<file path="src/design/vpms_pkg.sv">
// ----------------------------------------------------------------------------
// vpms_pkg
// Shared types, codes and constants of the vehicle power mode sequencer.
// ----------------------------------------------------------------------------
package vpms_pkg;

  localparam int CFG_W              = 20;
  localparam int CFG_IDX_W          = 2;
  localparam int TIMER_BITS_DEFAULT = 20;
  localparam int IN_DATA_W          = 24;
  localparam int OUT_DATA_W         = 24;

  localparam logic [CFG_W-1:0] IDLE_TIMEOUT_RESET  = CFG_W'(120000);
  localparam logic [CFG_W-1:0] SWITCH_DELAY_RESET  = CFG_W'(1);
  localparam logic [CFG_W-1:0] QUIET_TIME_RESET    = CFG_W'(3000);
  localparam logic [CFG_W-1:0] STANDBY_TIME_RESET  = CFG_W'(6000);

  typedef enum logic [CFG_IDX_W-1:0] {
    REG_IDLE_TIMEOUT = 2'd0,
    REG_SWITCH_DELAY = 2'd1,
    REG_QUIET_TIME   = 2'd2,
    REG_STANDBY_TIME = 2'd3
  } reg_idx_t;

  typedef enum logic [2:0] {
    MODE_IDLE     = 3'd0,
    MODE_STANDBY  = 3'd1,
    MODE_SILENT   = 3'd2,
    MODE_RUNNING  = 3'd3,
    MODE_CHARGING = 3'd4,
    MODE_SLEEP    = 3'd5
  } mode_t;

  typedef enum logic [1:0] {
    BUS_NORMAL   = 2'd0,
    BUS_LISTEN   = 2'd1,
    BUS_DISABLED = 2'd2
  } bus_mode_t;

  localparam logic [2:0] CMD_NONE    = 3'd0;
  localparam logic [2:0] CMD_RESET   = 3'd1;
  localparam logic [2:0] CMD_SLEEP   = 3'd2;
  localparam logic [2:0] CMD_IO_CTRL = 3'd3;
  localparam logic [2:0] CMD_TESTER  = 3'd4;

  localparam logic [1:0] PLUG_CONNECTED = 2'd1;

  localparam logic [2:0] BATT_NOMINAL     = 3'd0;
  localparam logic [2:0] BATT_NEED_CHARGE = 3'd1;
  localparam logic [2:0] BATT_CHARGED     = 3'd3;

  typedef struct packed {
    logic [CFG_W-1:0] idle_timeout_ms;
    logic [CFG_W-1:0] switch_enable_delay_ms;
    logic [CFG_W-1:0] quiet_time_ms;
    logic [CFG_W-1:0] standby_time_ms;
  } cfg_t;

  typedef struct packed {
    logic       woke_by_watchdog;
    logic       bus_rx_ready;
    logic [2:0] battery_state;
    logic [7:0] pilot_current;
    logic [1:0] plug_state;
    logic       kill_pressed;
    logic [2:0] cmd;
  } in_item_t;

  typedef struct packed {
    logic       reset_request;
    logic [7:0] charger_current;
    logic       charger_enable;
    bus_mode_t  bus_mode;
    logic       debug_led;
    logic       transceiver_sleep;
    logic       controller_sleep;
    logic       switch_enable;
    logic       bms_enable;
    logic       converter_enable;
    logic       battery_enable;
    mode_t      mode;
  } result_t;

endpackage

</file>
<file path="src/design/vpms_cfg_regs.sv">
// ----------------------------------------------------------------------------
// vpms_cfg_regs
// Timer limit registers, written through the plain write port.
// ----------------------------------------------------------------------------
module vpms_cfg_regs (
  input  logic                           clk,
  input  logic                           rst,
  input  logic                           cfg_we,
  input  logic [vpms_pkg::CFG_IDX_W-1:0] cfg_index,
  input  logic [vpms_pkg::CFG_W-1:0]     cfg_data,
  output vpms_pkg::cfg_t                 cfg
);
  import vpms_pkg::*;

  always_ff @(posedge clk) begin
    if (rst) begin
      cfg.idle_timeout_ms        <= IDLE_TIMEOUT_RESET;
      cfg.switch_enable_delay_ms <= SWITCH_DELAY_RESET;
      cfg.quiet_time_ms          <= QUIET_TIME_RESET;
      cfg.standby_time_ms        <= STANDBY_TIME_RESET;
    end else if (cfg_we) begin
      case (reg_idx_t'(cfg_index))
        REG_IDLE_TIMEOUT: cfg.idle_timeout_ms        <= cfg_data;
        REG_SWITCH_DELAY: cfg.switch_enable_delay_ms <= cfg_data;
        REG_QUIET_TIME:   cfg.quiet_time_ms          <= cfg_data;
        REG_STANDBY_TIME: cfg.standby_time_ms        <= cfg_data;
        default: ;
      endcase
    end
  end

endmodule

</file>
<file path="src/design/vpms_in_stage.sv">
// ----------------------------------------------------------------------------
// vpms_in_stage
// Input register: captures one tick item and holds it until the core takes it.
// ----------------------------------------------------------------------------
module vpms_in_stage (
  input  logic                            clk,
  input  logic                            rst,
  input  logic                            s_tvalid,
  output logic                            s_tready,
  input  logic [vpms_pkg::IN_DATA_W-1:0]  s_tdata,
  input  logic                            advance,
  output logic                            in_valid,
  output vpms_pkg::in_item_t              in_item
);
  import vpms_pkg::*;

  assign s_tready = !in_valid || advance;

  always_ff @(posedge clk) begin
    if (rst) begin
      in_valid <= 1'b0;
    end else if (s_tready) begin
      in_valid <= s_tvalid;
    end
  end

  always_ff @(posedge clk) begin
    if (s_tready && s_tvalid) begin
      in_item <= in_item_t'(s_tdata[$bits(in_item_t)-1:0]);
    end
  end

endmodule

</file>
<file path="src/design/vpms_core.sv">
// ----------------------------------------------------------------------------
// vpms_core
// Mode state, elapsed timers and latched outputs; one tick is applied per
// taken item: command, pending transition (exit then entry), mode rules.
// ----------------------------------------------------------------------------
module vpms_core #(
  parameter int TIMER_BITS = vpms_pkg::TIMER_BITS_DEFAULT
) (
  input  logic               clk,
  input  logic               rst,
  input  logic               fire,
  input  vpms_pkg::in_item_t in_item,
  input  vpms_pkg::cfg_t     cfg,
  output vpms_pkg::result_t  res
);
  import vpms_pkg::*;

  localparam int CMP_W = (TIMER_BITS > CFG_W) ? TIMER_BITS : CFG_W;
  localparam logic [TIMER_BITS-1:0] T_MAX = {TIMER_BITS{1'b1}};

  // latched state
  mode_t                 cur_mode, cur_mode_next;
  mode_t                 pend_mode, pend_mode_next;
  logic                  keep_awake, keep_awake_next;
  logic [TIMER_BITS-1:0] idle_el, idle_el_next;
  logic [TIMER_BITS-1:0] sw_el, sw_el_next;
  logic [TIMER_BITS-1:0] quiet_el, quiet_el_next;
  logic [TIMER_BITS-1:0] stby_el, stby_el_next;
  result_t               outs, outs_next;

  function automatic logic [TIMER_BITS-1:0] tick_up(input logic [TIMER_BITS-1:0] v);
    tick_up = (v == T_MAX) ? v : v + TIMER_BITS'(1);
  endfunction

  function automatic logic expired(input logic [TIMER_BITS-1:0] cnt,
                                   input logic [CFG_W-1:0]      limit);
    expired = CMP_W'(cnt) >= CMP_W'(limit);
  endfunction

  function automatic result_t idle_reset_outs();
    result_t r;
    r               = '0;
    r.mode          = MODE_IDLE;
    r.bus_mode      = BUS_NORMAL;
    r.switch_enable = 1'b1;
    idle_reset_outs = r;
  endfunction

  always_comb begin
    cur_mode_next   = cur_mode;
    pend_mode_next  = pend_mode;
    keep_awake_next = keep_awake;
    idle_el_next    = tick_up(idle_el);
    sw_el_next      = tick_up(sw_el);
    quiet_el_next   = tick_up(quiet_el);
    stby_el_next    = tick_up(stby_el);
    outs_next       = outs;
    outs_next.reset_request = 1'b0;

    if (in_item.cmd == CMD_RESET) begin
      cur_mode_next   = MODE_IDLE;
      pend_mode_next  = MODE_IDLE;
      keep_awake_next = 1'b0;
      idle_el_next    = '0;
      sw_el_next      = '0;
      quiet_el_next   = '0;
      stby_el_next    = '0;
      outs_next       = idle_reset_outs();
      outs_next.reset_request = 1'b1;
    end else begin
      case (in_item.cmd)
        CMD_NONE:  keep_awake_next = 1'b0;
        CMD_SLEEP: pend_mode_next  = MODE_STANDBY;
        default: begin
          if (in_item.cmd inside {CMD_IO_CTRL, CMD_TESTER}) keep_awake_next = 1'b1;
        end
      endcase

      if (pend_mode_next != cur_mode) begin
        // exit actions of the old mode
        case (cur_mode)
          MODE_SILENT: outs_next.debug_led = 1'b0;
          MODE_CHARGING: begin
            outs_next.charger_current = '0;
            outs_next.charger_enable  = 1'b0;
          end
          MODE_SLEEP: outs_next.switch_enable = 1'b1;
          default: ;
        endcase
        cur_mode_next = pend_mode_next;
        // entry actions of the new mode
        case (pend_mode_next)
          MODE_IDLE: begin
            idle_el_next                = '0;
            sw_el_next                  = '0;
            outs_next.battery_enable    = 1'b0;
            outs_next.converter_enable  = 1'b0;
            outs_next.switch_enable     = 1'b1;
            outs_next.controller_sleep  = 1'b0;
            outs_next.bus_mode          = BUS_NORMAL;
            outs_next.transceiver_sleep = 1'b0;
          end
          MODE_STANDBY: begin
            quiet_el_next        = '0;
            stby_el_next         = '0;
            outs_next.bus_mode   = BUS_LISTEN;
            outs_next.bms_enable = 1'b0;
          end
          MODE_SILENT: begin
            outs_next.switch_enable = 1'b1;
            outs_next.debug_led     = 1'b1;
          end
          MODE_SLEEP: begin
            outs_next.switch_enable     = 1'b0;
            outs_next.controller_sleep  = 1'b1;
            outs_next.bms_enable        = 1'b0;
            outs_next.converter_enable  = 1'b0;
            outs_next.bus_mode          = BUS_DISABLED;
            outs_next.transceiver_sleep = 1'b1;
            outs_next.debug_led         = 1'b0;
          end
          default: ;
        endcase
      end

      // rules of the current mode
      case (cur_mode_next)
        MODE_IDLE: begin
          if (expired(sw_el_next, cfg.switch_enable_delay_ms)) begin
            outs_next.battery_enable   = 1'b1;
            outs_next.converter_enable = 1'b1;
            outs_next.bms_enable       = 1'b1;
          end
          if (keep_awake_next) idle_el_next = '0;
          if (expired(idle_el_next, cfg.idle_timeout_ms)) pend_mode_next = MODE_STANDBY;
          if (in_item.plug_state == PLUG_CONNECTED) pend_mode_next = MODE_CHARGING;
          if (in_item.kill_pressed) pend_mode_next = MODE_SLEEP;
        end
        MODE_STANDBY: begin
          if (in_item.bus_rx_ready && expired(quiet_el_next, cfg.quiet_time_ms)) begin
            pend_mode_next = MODE_IDLE;
          end
          if (expired(stby_el_next, cfg.standby_time_ms)) pend_mode_next = MODE_SLEEP;
        end
        MODE_SILENT: begin
          case (in_item.battery_state)
            BATT_NEED_CHARGE: begin
              outs_next.bms_enable       = 1'b1;
              outs_next.converter_enable = 1'b1;
              outs_next.battery_enable   = 1'b1;
              outs_next.bus_mode         = BUS_NORMAL;
            end
            BATT_CHARGED: begin
              outs_next.bus_mode         = BUS_LISTEN;
              outs_next.bms_enable       = 1'b0;
              outs_next.converter_enable = 1'b0;
              outs_next.battery_enable   = 1'b0;
              outs_next.switch_enable    = 1'b0;
            end
            default: ;
          endcase
          // silent wake always ends by requesting idle
          pend_mode_next = MODE_IDLE;
        end
        MODE_RUNNING: pend_mode_next = MODE_IDLE;
        MODE_CHARGING: begin
          if (in_item.plug_state == PLUG_CONNECTED) begin
            outs_next.charger_current = in_item.pilot_current;
            outs_next.charger_enable  = 1'b1;
          end else begin
            pend_mode_next = MODE_IDLE;
          end
        end
        MODE_SLEEP: begin
          pend_mode_next = in_item.woke_by_watchdog ? MODE_SILENT : MODE_IDLE;
        end
        default: ;
      endcase
      outs_next.mode = cur_mode_next;
    end
  end

  always_ff @(posedge clk) begin
    if (rst) begin
      cur_mode   <= MODE_IDLE;
      pend_mode  <= MODE_IDLE;
      keep_awake <= 1'b0;
      idle_el    <= '0;
      sw_el      <= '0;
      quiet_el   <= '0;
      stby_el    <= '0;
      outs       <= idle_reset_outs();
    end else if (fire) begin
      cur_mode   <= cur_mode_next;
      pend_mode  <= pend_mode_next;
      keep_awake <= keep_awake_next;
      idle_el    <= idle_el_next;
      sw_el      <= sw_el_next;
      quiet_el   <= quiet_el_next;
      stby_el    <= stby_el_next;
      outs       <= outs_next;
    end
  end

  assign res = outs_next;

endmodule

</file>
<file path="src/design/vpms_out_stage.sv">
// ----------------------------------------------------------------------------
// vpms_out_stage
// Result register: holds one result item until the sink takes it.
// ----------------------------------------------------------------------------
module vpms_out_stage (
  input  logic                            clk,
  input  logic                            rst,
  input  logic                            in_valid,
  input  vpms_pkg::result_t               res,
  output logic                            advance,
  output logic                            m_tvalid,
  input  logic                            m_tready,
  output logic [vpms_pkg::OUT_DATA_W-1:0] m_tdata
);
  import vpms_pkg::*;

  result_t out_reg;

  assign advance = !m_tvalid || m_tready;
  assign m_tdata = OUT_DATA_W'(out_reg);

  always_ff @(posedge clk) begin
    if (rst) begin
      m_tvalid <= 1'b0;
    end else if (advance) begin
      m_tvalid <= in_valid;
    end
  end

  always_ff @(posedge clk) begin
    if (advance && in_valid) begin
      out_reg <= res;
    end
  end

endmodule

</file>
<file path="src/design/vehicle_power_mode_sequencer.sv">
// ----------------------------------------------------------------------------
// vehicle_power_mode_sequencer
// An accepted tick item passes the input register, then the result register.
// Throughput: one tick item per cycle while the sink takes results; the mode
// logic is a single pass between the input register and the result register.
// Reset (rst, synchronous): mode idle with idle entry pin levels, timers
// cleared, timer limits back to their defaults, both registers empty.
// ----------------------------------------------------------------------------
module vehicle_power_mode_sequencer #(
  parameter int TIMER_BITS = vpms_pkg::TIMER_BITS_DEFAULT
) (
  input  logic                            clk,
  input  logic                            rst,
  input  logic                            s_tvalid,
  output logic                            s_tready,
  // cmd[2:0], kill_pressed[3], plug_state[5:4], pilot_current[13:6],
  // battery_state[16:14], bus_rx_ready[17], woke_by_watchdog[18], zero[23:19]
  input  logic [vpms_pkg::IN_DATA_W-1:0]  s_tdata,
  output logic                            m_tvalid,
  input  logic                            m_tready,
  // mode[2:0], battery_enable[3], converter_enable[4], bms_enable[5],
  // switch_enable[6], controller_sleep[7], transceiver_sleep[8], debug_led[9],
  // bus_mode[11:10], charger_enable[12], charger_current[20:13],
  // reset_request[21], zero[23:22]
  output logic [vpms_pkg::OUT_DATA_W-1:0] m_tdata,
  input  logic                            cfg_we,
  input  logic [vpms_pkg::CFG_IDX_W-1:0]  cfg_index,
  input  logic [vpms_pkg::CFG_W-1:0]      cfg_data
);
  import vpms_pkg::*;

  cfg_t     cfg;
  in_item_t in_item;
  result_t  res;
  logic     in_valid;
  logic     advance;

  vpms_cfg_regs u_cfg (
    .clk      (clk),
    .rst      (rst),
    .cfg_we   (cfg_we),
    .cfg_index(cfg_index),
    .cfg_data (cfg_data),
    .cfg      (cfg)
  );

  vpms_in_stage u_in (
    .clk     (clk),
    .rst     (rst),
    .s_tvalid(s_tvalid),
    .s_tready(s_tready),
    .s_tdata (s_tdata),
    .advance (advance),
    .in_valid(in_valid),
    .in_item (in_item)
  );

  vpms_core #(
    .TIMER_BITS(TIMER_BITS)
  ) u_core (
    .clk    (clk),
    .rst    (rst),
    .fire   (in_valid && advance),
    .in_item(in_item),
    .cfg    (cfg),
    .res    (res)
  );

  vpms_out_stage u_out (
    .clk     (clk),
    .rst     (rst),
    .in_valid(in_valid),
    .res     (res),
    .advance (advance),
    .m_tvalid(m_tvalid),
    .m_tready(m_tready),
    .m_tdata (m_tdata)
  );

endmodule
</file>
<file path="config.mk">
export PLATFORM = sky130hd
export DESIGN_NAME = vehicle_power_mode_sequencer
export DESIGN_NICKNAME = d
export VERILOG_FILES = /design/src/design/vpms_pkg.sv /design/src/design/vpms_cfg_regs.sv /design/src/design/vpms_in_stage.sv /design/src/design/vpms_core.sv /design/src/design/vpms_out_stage.sv /design/src/design/vehicle_power_mode_sequencer.sv
export SDC_FILE = /design/constraint.sdc
export NUM_CORES = 1
export LEC_CHECK = 0
export ABC_CLOCK_PERIOD_IN_PS = 4500
export BUFFER_PORTS_ARGS = -buffer_cell sky130_fd_sc_hd__buf_2
export CAP_MARGIN = 20
export CORE_AREA = 2 2 191 156
export DETAILED_ROUTE_END_ITERATION = 8
export DIE_AREA = 0 0 193 158
export HOLD_SLACK_MARGIN = 0.15
export PLACE_DENSITY = 0.7
export SETUP_SLACK_MARGIN = 0.5
export SKIP_LAST_GASP = 1
export SYNTH_ARGS = -nofsm -noshare
export SYNTH_HDL_FRONTEND = slang
export SYNTH_SLANG_ARGS = --single-unit
</file>
<file path="constraint.sdc">
create_clock -name clk -period 4.5 [get_ports clk]
set_clock_uncertainty 0.15 [all_clocks]
set_input_delay 0.9 -clock clk [delete_from_list [all_inputs] [get_ports clk]]
set_output_delay 0.9 -clock clk [all_outputs]
set_load 0.03 [all_outputs]
</file>
* After elaboration in Yosys (flattened, before gate mapping)
Cells that the tools add are included.
** Storage, ports and cells
- Register bits after elaboration :: 228
- Bits of input ports :: 51
** Cells by class
- Reduce and logical (&&, ||, !) cells :: 20
- Eq/ne operators :: 26
- $lt $le $gt $ge :: 4
- Multiplexer cells :: 63
- Add/sub/neg operators :: 4
** Operators with widths (number)
- 20-bit 2-to-1 mux :: 23
- 20-bit by 1-bit adder with 20-bit output (second input constant) :: 4
- 20-bit == test (second input constant) :: 4
- 20-bit greater-or-equal comparator :: 4
- 3-bit 2-to-1 mux :: 13
- 9-bit 2-to-1 mux :: 3
- 3-bit by 2-bit == test with 1-bit output (second input constant) :: 7
- 21-bit 2-to-1 mux :: 1
- 3-bit == test (second input constant) :: 6
- 18-bit 2-to-1 mux :: 1
- 3-bit case mux with 5 select lines :: 1
- 3-bit by 1-bit == test with 1-bit output (second input constant) :: 4
- 3-bit case mux with 2 select lines :: 2
- 1-bit 2-to-1 mux :: 11
- 3-bit logical NOT :: 3
- 2-bit case mux with 2 select lines :: 2
- 2-bit AND reduction :: 4
- 2-bit OR reduction :: 4
- 1-bit case mux with 2 select lines :: 3
- 2-bit case mux with 3 select lines :: 1
- 2-bit by 1-bit == test with 1-bit output (second input constant) :: 2
- 2-bit == test (second input constant) :: 2
- 2-bit 2-to-1 mux :: 2
- 1-bit logical AND :: 3
- other kinds (5) :: 7

* Logic depth before layout (Yosys ltp)
- Depth in word-level cells :: 15
- Mapped depth :: 18

* Cells and area by module
From an unflattened synthesis, not the netlist that was laid out.
** Second synthesis, totals
- Cell total of the unflattened synthesis :: 1603
- Area, all modules :: 13775.7 µm²
** By module, submodules not included
- vpms_core :: area each 9193.8 µm², cells an instance 1245, sequential area each 2102.0 µm², times used 1
- vpms_cfg_regs :: area each 3215.6 µm², cells an instance 303, sequential area each 1601.5 µm², times used 1
- vpms_out_stage :: area each 734.5 µm², cells an instance 30, sequential area each 680.7 µm², times used 1
- vpms_in_stage :: area each 625.6 µm², cells an instance 24, sequential area each 590.6 µm², times used 1
- vehicle_power_mode_sequencer :: area each 6.3 µm², cells an instance 1, sequential area each 0.0 µm², times used 1

* Worst setup path before layout
OpenSTA, ideal clock, no wires.
- Path type :: reg-to-reg
- Start point :: reg u_in.in_item[0] (netlist name)
- End point :: reg u_out.out_reg, in the netlist u_out.m_tdata[3], data pin
- Arrival time :: 3.380 ns
- Required time :: 4.091 ns
- Buffers on the path :: 4
- Cell stages (with the launch flop) :: 18
- Setup slack :: 0.711 ns
- Setup time :: 0.259 ns
- Cell sequence :: edfxtp_1 buf_2 or3b_2 buf_2 a21boi_2 a2111oi_4 nor2_2 buf_2 buf_2 nor2_1 ha_1 a21o_1 a21o_1 a21oi_1 o31ai_1 a311o_1 o21ai_0 a21oi_1
** RTL lines
- end signal, assigned :: RTL line vpms_out_stage.sv:32 : out_reg <= res;
- end, declared :: RTL line vpms_out_stage.sv:17 : result_t out_reg;

==> impl_metrics.yaml <==
setup_path:
  r2r-start: "u_in.in_item[0]$_DFFE_PP_"
  r2r_end: "u_out.m_tdata[4]$_DFFE_PP_"
  critPathCaptureType: "flip-flop"
  critPathArrivalTime_ps: 4090
  reg2reg_depth: 13
  crit_required_ps: 4650
  r2r_slack_ps: 560
  cp-start-kind: "flip-flop"
  path_max_fanout: 6
  critPathKind: "flip-flop to flip-flop"
global_route:
  antenna_found_initial: 0
  grt_pass1_vias: 10400
  grt_overflow_total: 0
  grt_max_degree: 77
  grt_pass1_wl_um: 55100
  grt_usage_pct: 22.7
timing:
  setup_violations: 0
  tightest_slew_ps: 1040
  fmax_ghz: 0.254
  rsz0062_at_grt: "no"
  whs_ps: 305
  fin_crit_ps: 3940
  finalMaxSlewViolations: 0
  fin_crit_sh_pct: 87.5
  worst_slack_ps: 564
  fin_setup_tns_ps: 0
  slew_headroom_pct: 30.3
  hold_violations: 0
routing:
  routed_via_density: 5.63
  ant_nets: 0
  drt_first_pass_iters: 6
  wirelength_um: 35000
  drt_iter0_markers: 1005
  vias: 11500
  drc: 0
  wl_per_cell_um: 17.0
hold_path:
  hp-start: "u_cfg.cfg[14]$_SDFFE_PP0P_"
  hold_end: "u_cfg.cfg[14]$_SDFFE_PP0P_"
  hold_depth: 2
  hp-class: "flip-flop to flip-flop"
yosys:
  netlist_area_sq_um: 12700
  synth_fa_ha_area_share_pct: 8.26
  yosys-mux-area-fraction_pct: 0.472
  synth_top_family_by_area: "simple AND/OR/NAND/NOR gates"
  yosysSeqAreaShare_pct: 39.1
  synth-simple-area-share_pct: 23.0
  synth-edff-count: 41
  yosysTopAreaCell: "dfxtp_1"
  ys.flop_type: "dfxtp_1"
  synthArstFlopShare_pct: 0
  synth_top_cell_area_share_pct: 29.4
  avgSynthCellArea_sq_um: 8.00
  synth.distinct_cells: 79
  yosys_warnings: 0
  synth_xor_area_share_pct: 4.27
  synthTopCellsByArea: "dfxtp_1 (29%), edfxtp_1 (9.7%), ha_1 (8.3%), nand2_1 (7.8%), a21oi_1 (5.7%)"
  synth_compound_area_share_pct: 19.2
  syn_inst: 1589
  ys_seq_elements: 228
outcome:
  status: "finished clean"
floorplanning:
  die_y_um: 158
  design.die.area_sq_um: 30500
  core_area_sq_um: 28700
  ios: 77
  die_w_um: 193
  start_util_pct: 44.3
  row_count: 56
clock_network:
  clockRootBuffer: "clkbuf_16"
  cts_buffer_depth: 3
  cts-buffers-inserted: 26
  clkSinkCount: 228
  clk_pin_slew_ps: 60
  holdBufCountCts: 0
  cts_max_level: 1
  clkLatencyLatePin_ps: 550
  cts_tree: "built"
power:
  irDropWorstVdd_mv: 0.256
  leakage_nw: 5.68
  p_per_area_nw_per_um2: 339
placement:
  pre_cts_ws_ps: 308
  gp_congestion: 0.895
  dp_hpwl_um: 24300
  dp.cells: 1988
  placed_area_sq_um: 13500
  port-buffer-count: 69
cells_and_area:
  stdcell_area_sq_um: 14600
  drive_gt1_share_pct: 12.1
  n_antenna_cell: 0
  area_growth_pct: 14.7
  layout.nets: 1789
  final_cells: 2051
job:
  drv_cap: 0
## state kept, by name, summed over array words and instances, names as in the netlist, 18 cells and up
| register | flops |
|---|---|
| u_out.m_tdata | 22 |
| u_core.idle_el | 20 |
| u_in.in_item | 19 |
| u_core.outs | 18 |
| u_core.sw_el | 20 |
| u_cfg.cfg | 80 |
| u_core.quiet_el | 20 |
| u_core.stby_el | 20 |
## what timing repair did
item | in CTS | in global routing
buffers inserted | 1 | 13
setup endpoints to repair | 8 | 8
resized for setup | 7 | 21
pin swaps | 2 | 6
gates cloned | 0 | 1
## worst max path at each step
stage / start / end / slack (ps) / cells past startpoint
floorplan: u_in.in_item[0]$_DFFE_PP_ / u_out.m_tdata[3]$_DFFE_PP_ / 710 / 17
global placement: u_in.in_item[1]$_DFFE_PP_ / u_out.m_tdata[3]$_DFFE_PP_ / 400 / 13
detailed placement: u_in.in_item[1]$_DFFE_PP_ / u_out.m_tdata[3]$_DFFE_PP_ / 310 / 13
CTS: u_in.in_item[0]$_DFFE_PP_ / u_out.m_tdata[3]$_DFFE_PP_ / 480 / 13
global route: u_core.stby_el[9]$_SDFFE_PP0P_ / u_core.pend_mode[0]$_SDFFE_PP0P_ / 490 / 15
finish: u_in.in_item[0]$_DFFE_PP_ / u_out.m_tdata[4]$_DFFE_PP_ / 560 / 13
## layout by cell type (no fill, tap or decap), types with 6 or more instances in the layout
cell type / n
clkbuf_16: 26
nor3_2: 7
and3_1: 13
a22oi_1: 14
a22o_1: 22
inv_1: 96
xnor2_1: 44
xor2_1: 17
nor3_1: 30
a21o_1: 18
o21ai_1: 13
or3_1: 17
and4_1: 6
nor2_1: 159
nand2b_1: 11
buf_4: 43
a211oi_1: 7
buf_2: 69
and2_1: 11
o21ai_0: 64
o211ai_1: 25
nand3_1: 40
nor2b_1: 6
clkinv_1: 6
dfxtp_1: 187
nand4_1: 27
nor3b_1: 7
a21oi_1: 144
edfxtp_1: 41
a31oi_1: 45
ha_1: 84
nand2_1: 264
mux2i_1: 6
o31ai_1: 8
## synthesized netlist by cell type (all sizes together), types with 16 or more instances
cell,number
nand3,41
xor2,17
xnor2,45
o211ai,26
o21ai,77
nor3,37
nor2,164
nand2,264
or3,18
dfxtp,187
and3,16
inv,97
nand4,28
a21o,18
a22o,22
ha,84
a31oi,45
buf,29
clkbuf,50
a21oi,147
edfxtp,41
## worst max-delay path, cell delays in order, from the launching register on
cell and delay [ps]:
edfxtp_1 490, nor3b_4 370, o21ai_1 180, a2111oi_4 330, buf_4 200, nor2_4 70
buf_4 180, a211oi_1 430, ha_1 350, nand4_1 150, o211ai_1 110, a311o_1 390
a21oi_1 220, nor2_1 60
## cell families after synthesis
logic type               count (synthesis)
buffers and inverters                  177
other                                    1
adder cells (fa/ha/maj)                 84
multiplexers                             6
flip-flops                             228
AO/OA/AOI/OAI                          396
AND/OR/NAND/NOR                        635
XOR/XNOR                                62
## power breakdown
group / switching, mW / total [mW] / leakage, nW / internal, mW
Clock: 0.905 / 2.26 / 0.429 / 1.35
Sequential: 0.0349 / 2.17 / 1.91 / 2.14
Combinational: 0.349 / 0.520 / 3.34 / 0.171
## cell type report
type                            count  area, sq um
Inverter                           98          368
Clock inverter                     20          248
Timing Repair Buffer              114          699
Fill cell                        2756        14100
Clock buffer                       28          658
Tap cell                          377          472
Multi-Input combinational cell   1186         7160
Sequential cell                   228         4970
## routing by layer
| metal | track usage, % | share of wire, % |
|---|---|---|
| met1 | 32.3 | 47 |
| met2 | 35.8 | 44 |
| met3 | 3.59 | 6.0 |
| met4 | 5.95 | 2.4 |
| met5 | 0 | 0 |
## metrics by stage
step	util [%]	total power, mW
after floorplan	-	2.53
after global placement	46.8	2.69
after detailed placement	46.8	2.70
after CTS	50.1	4.96
after global routing	50.8	5.11
final	50.8	4.95
Note: power is estimated with default switching activity, not from simulation.
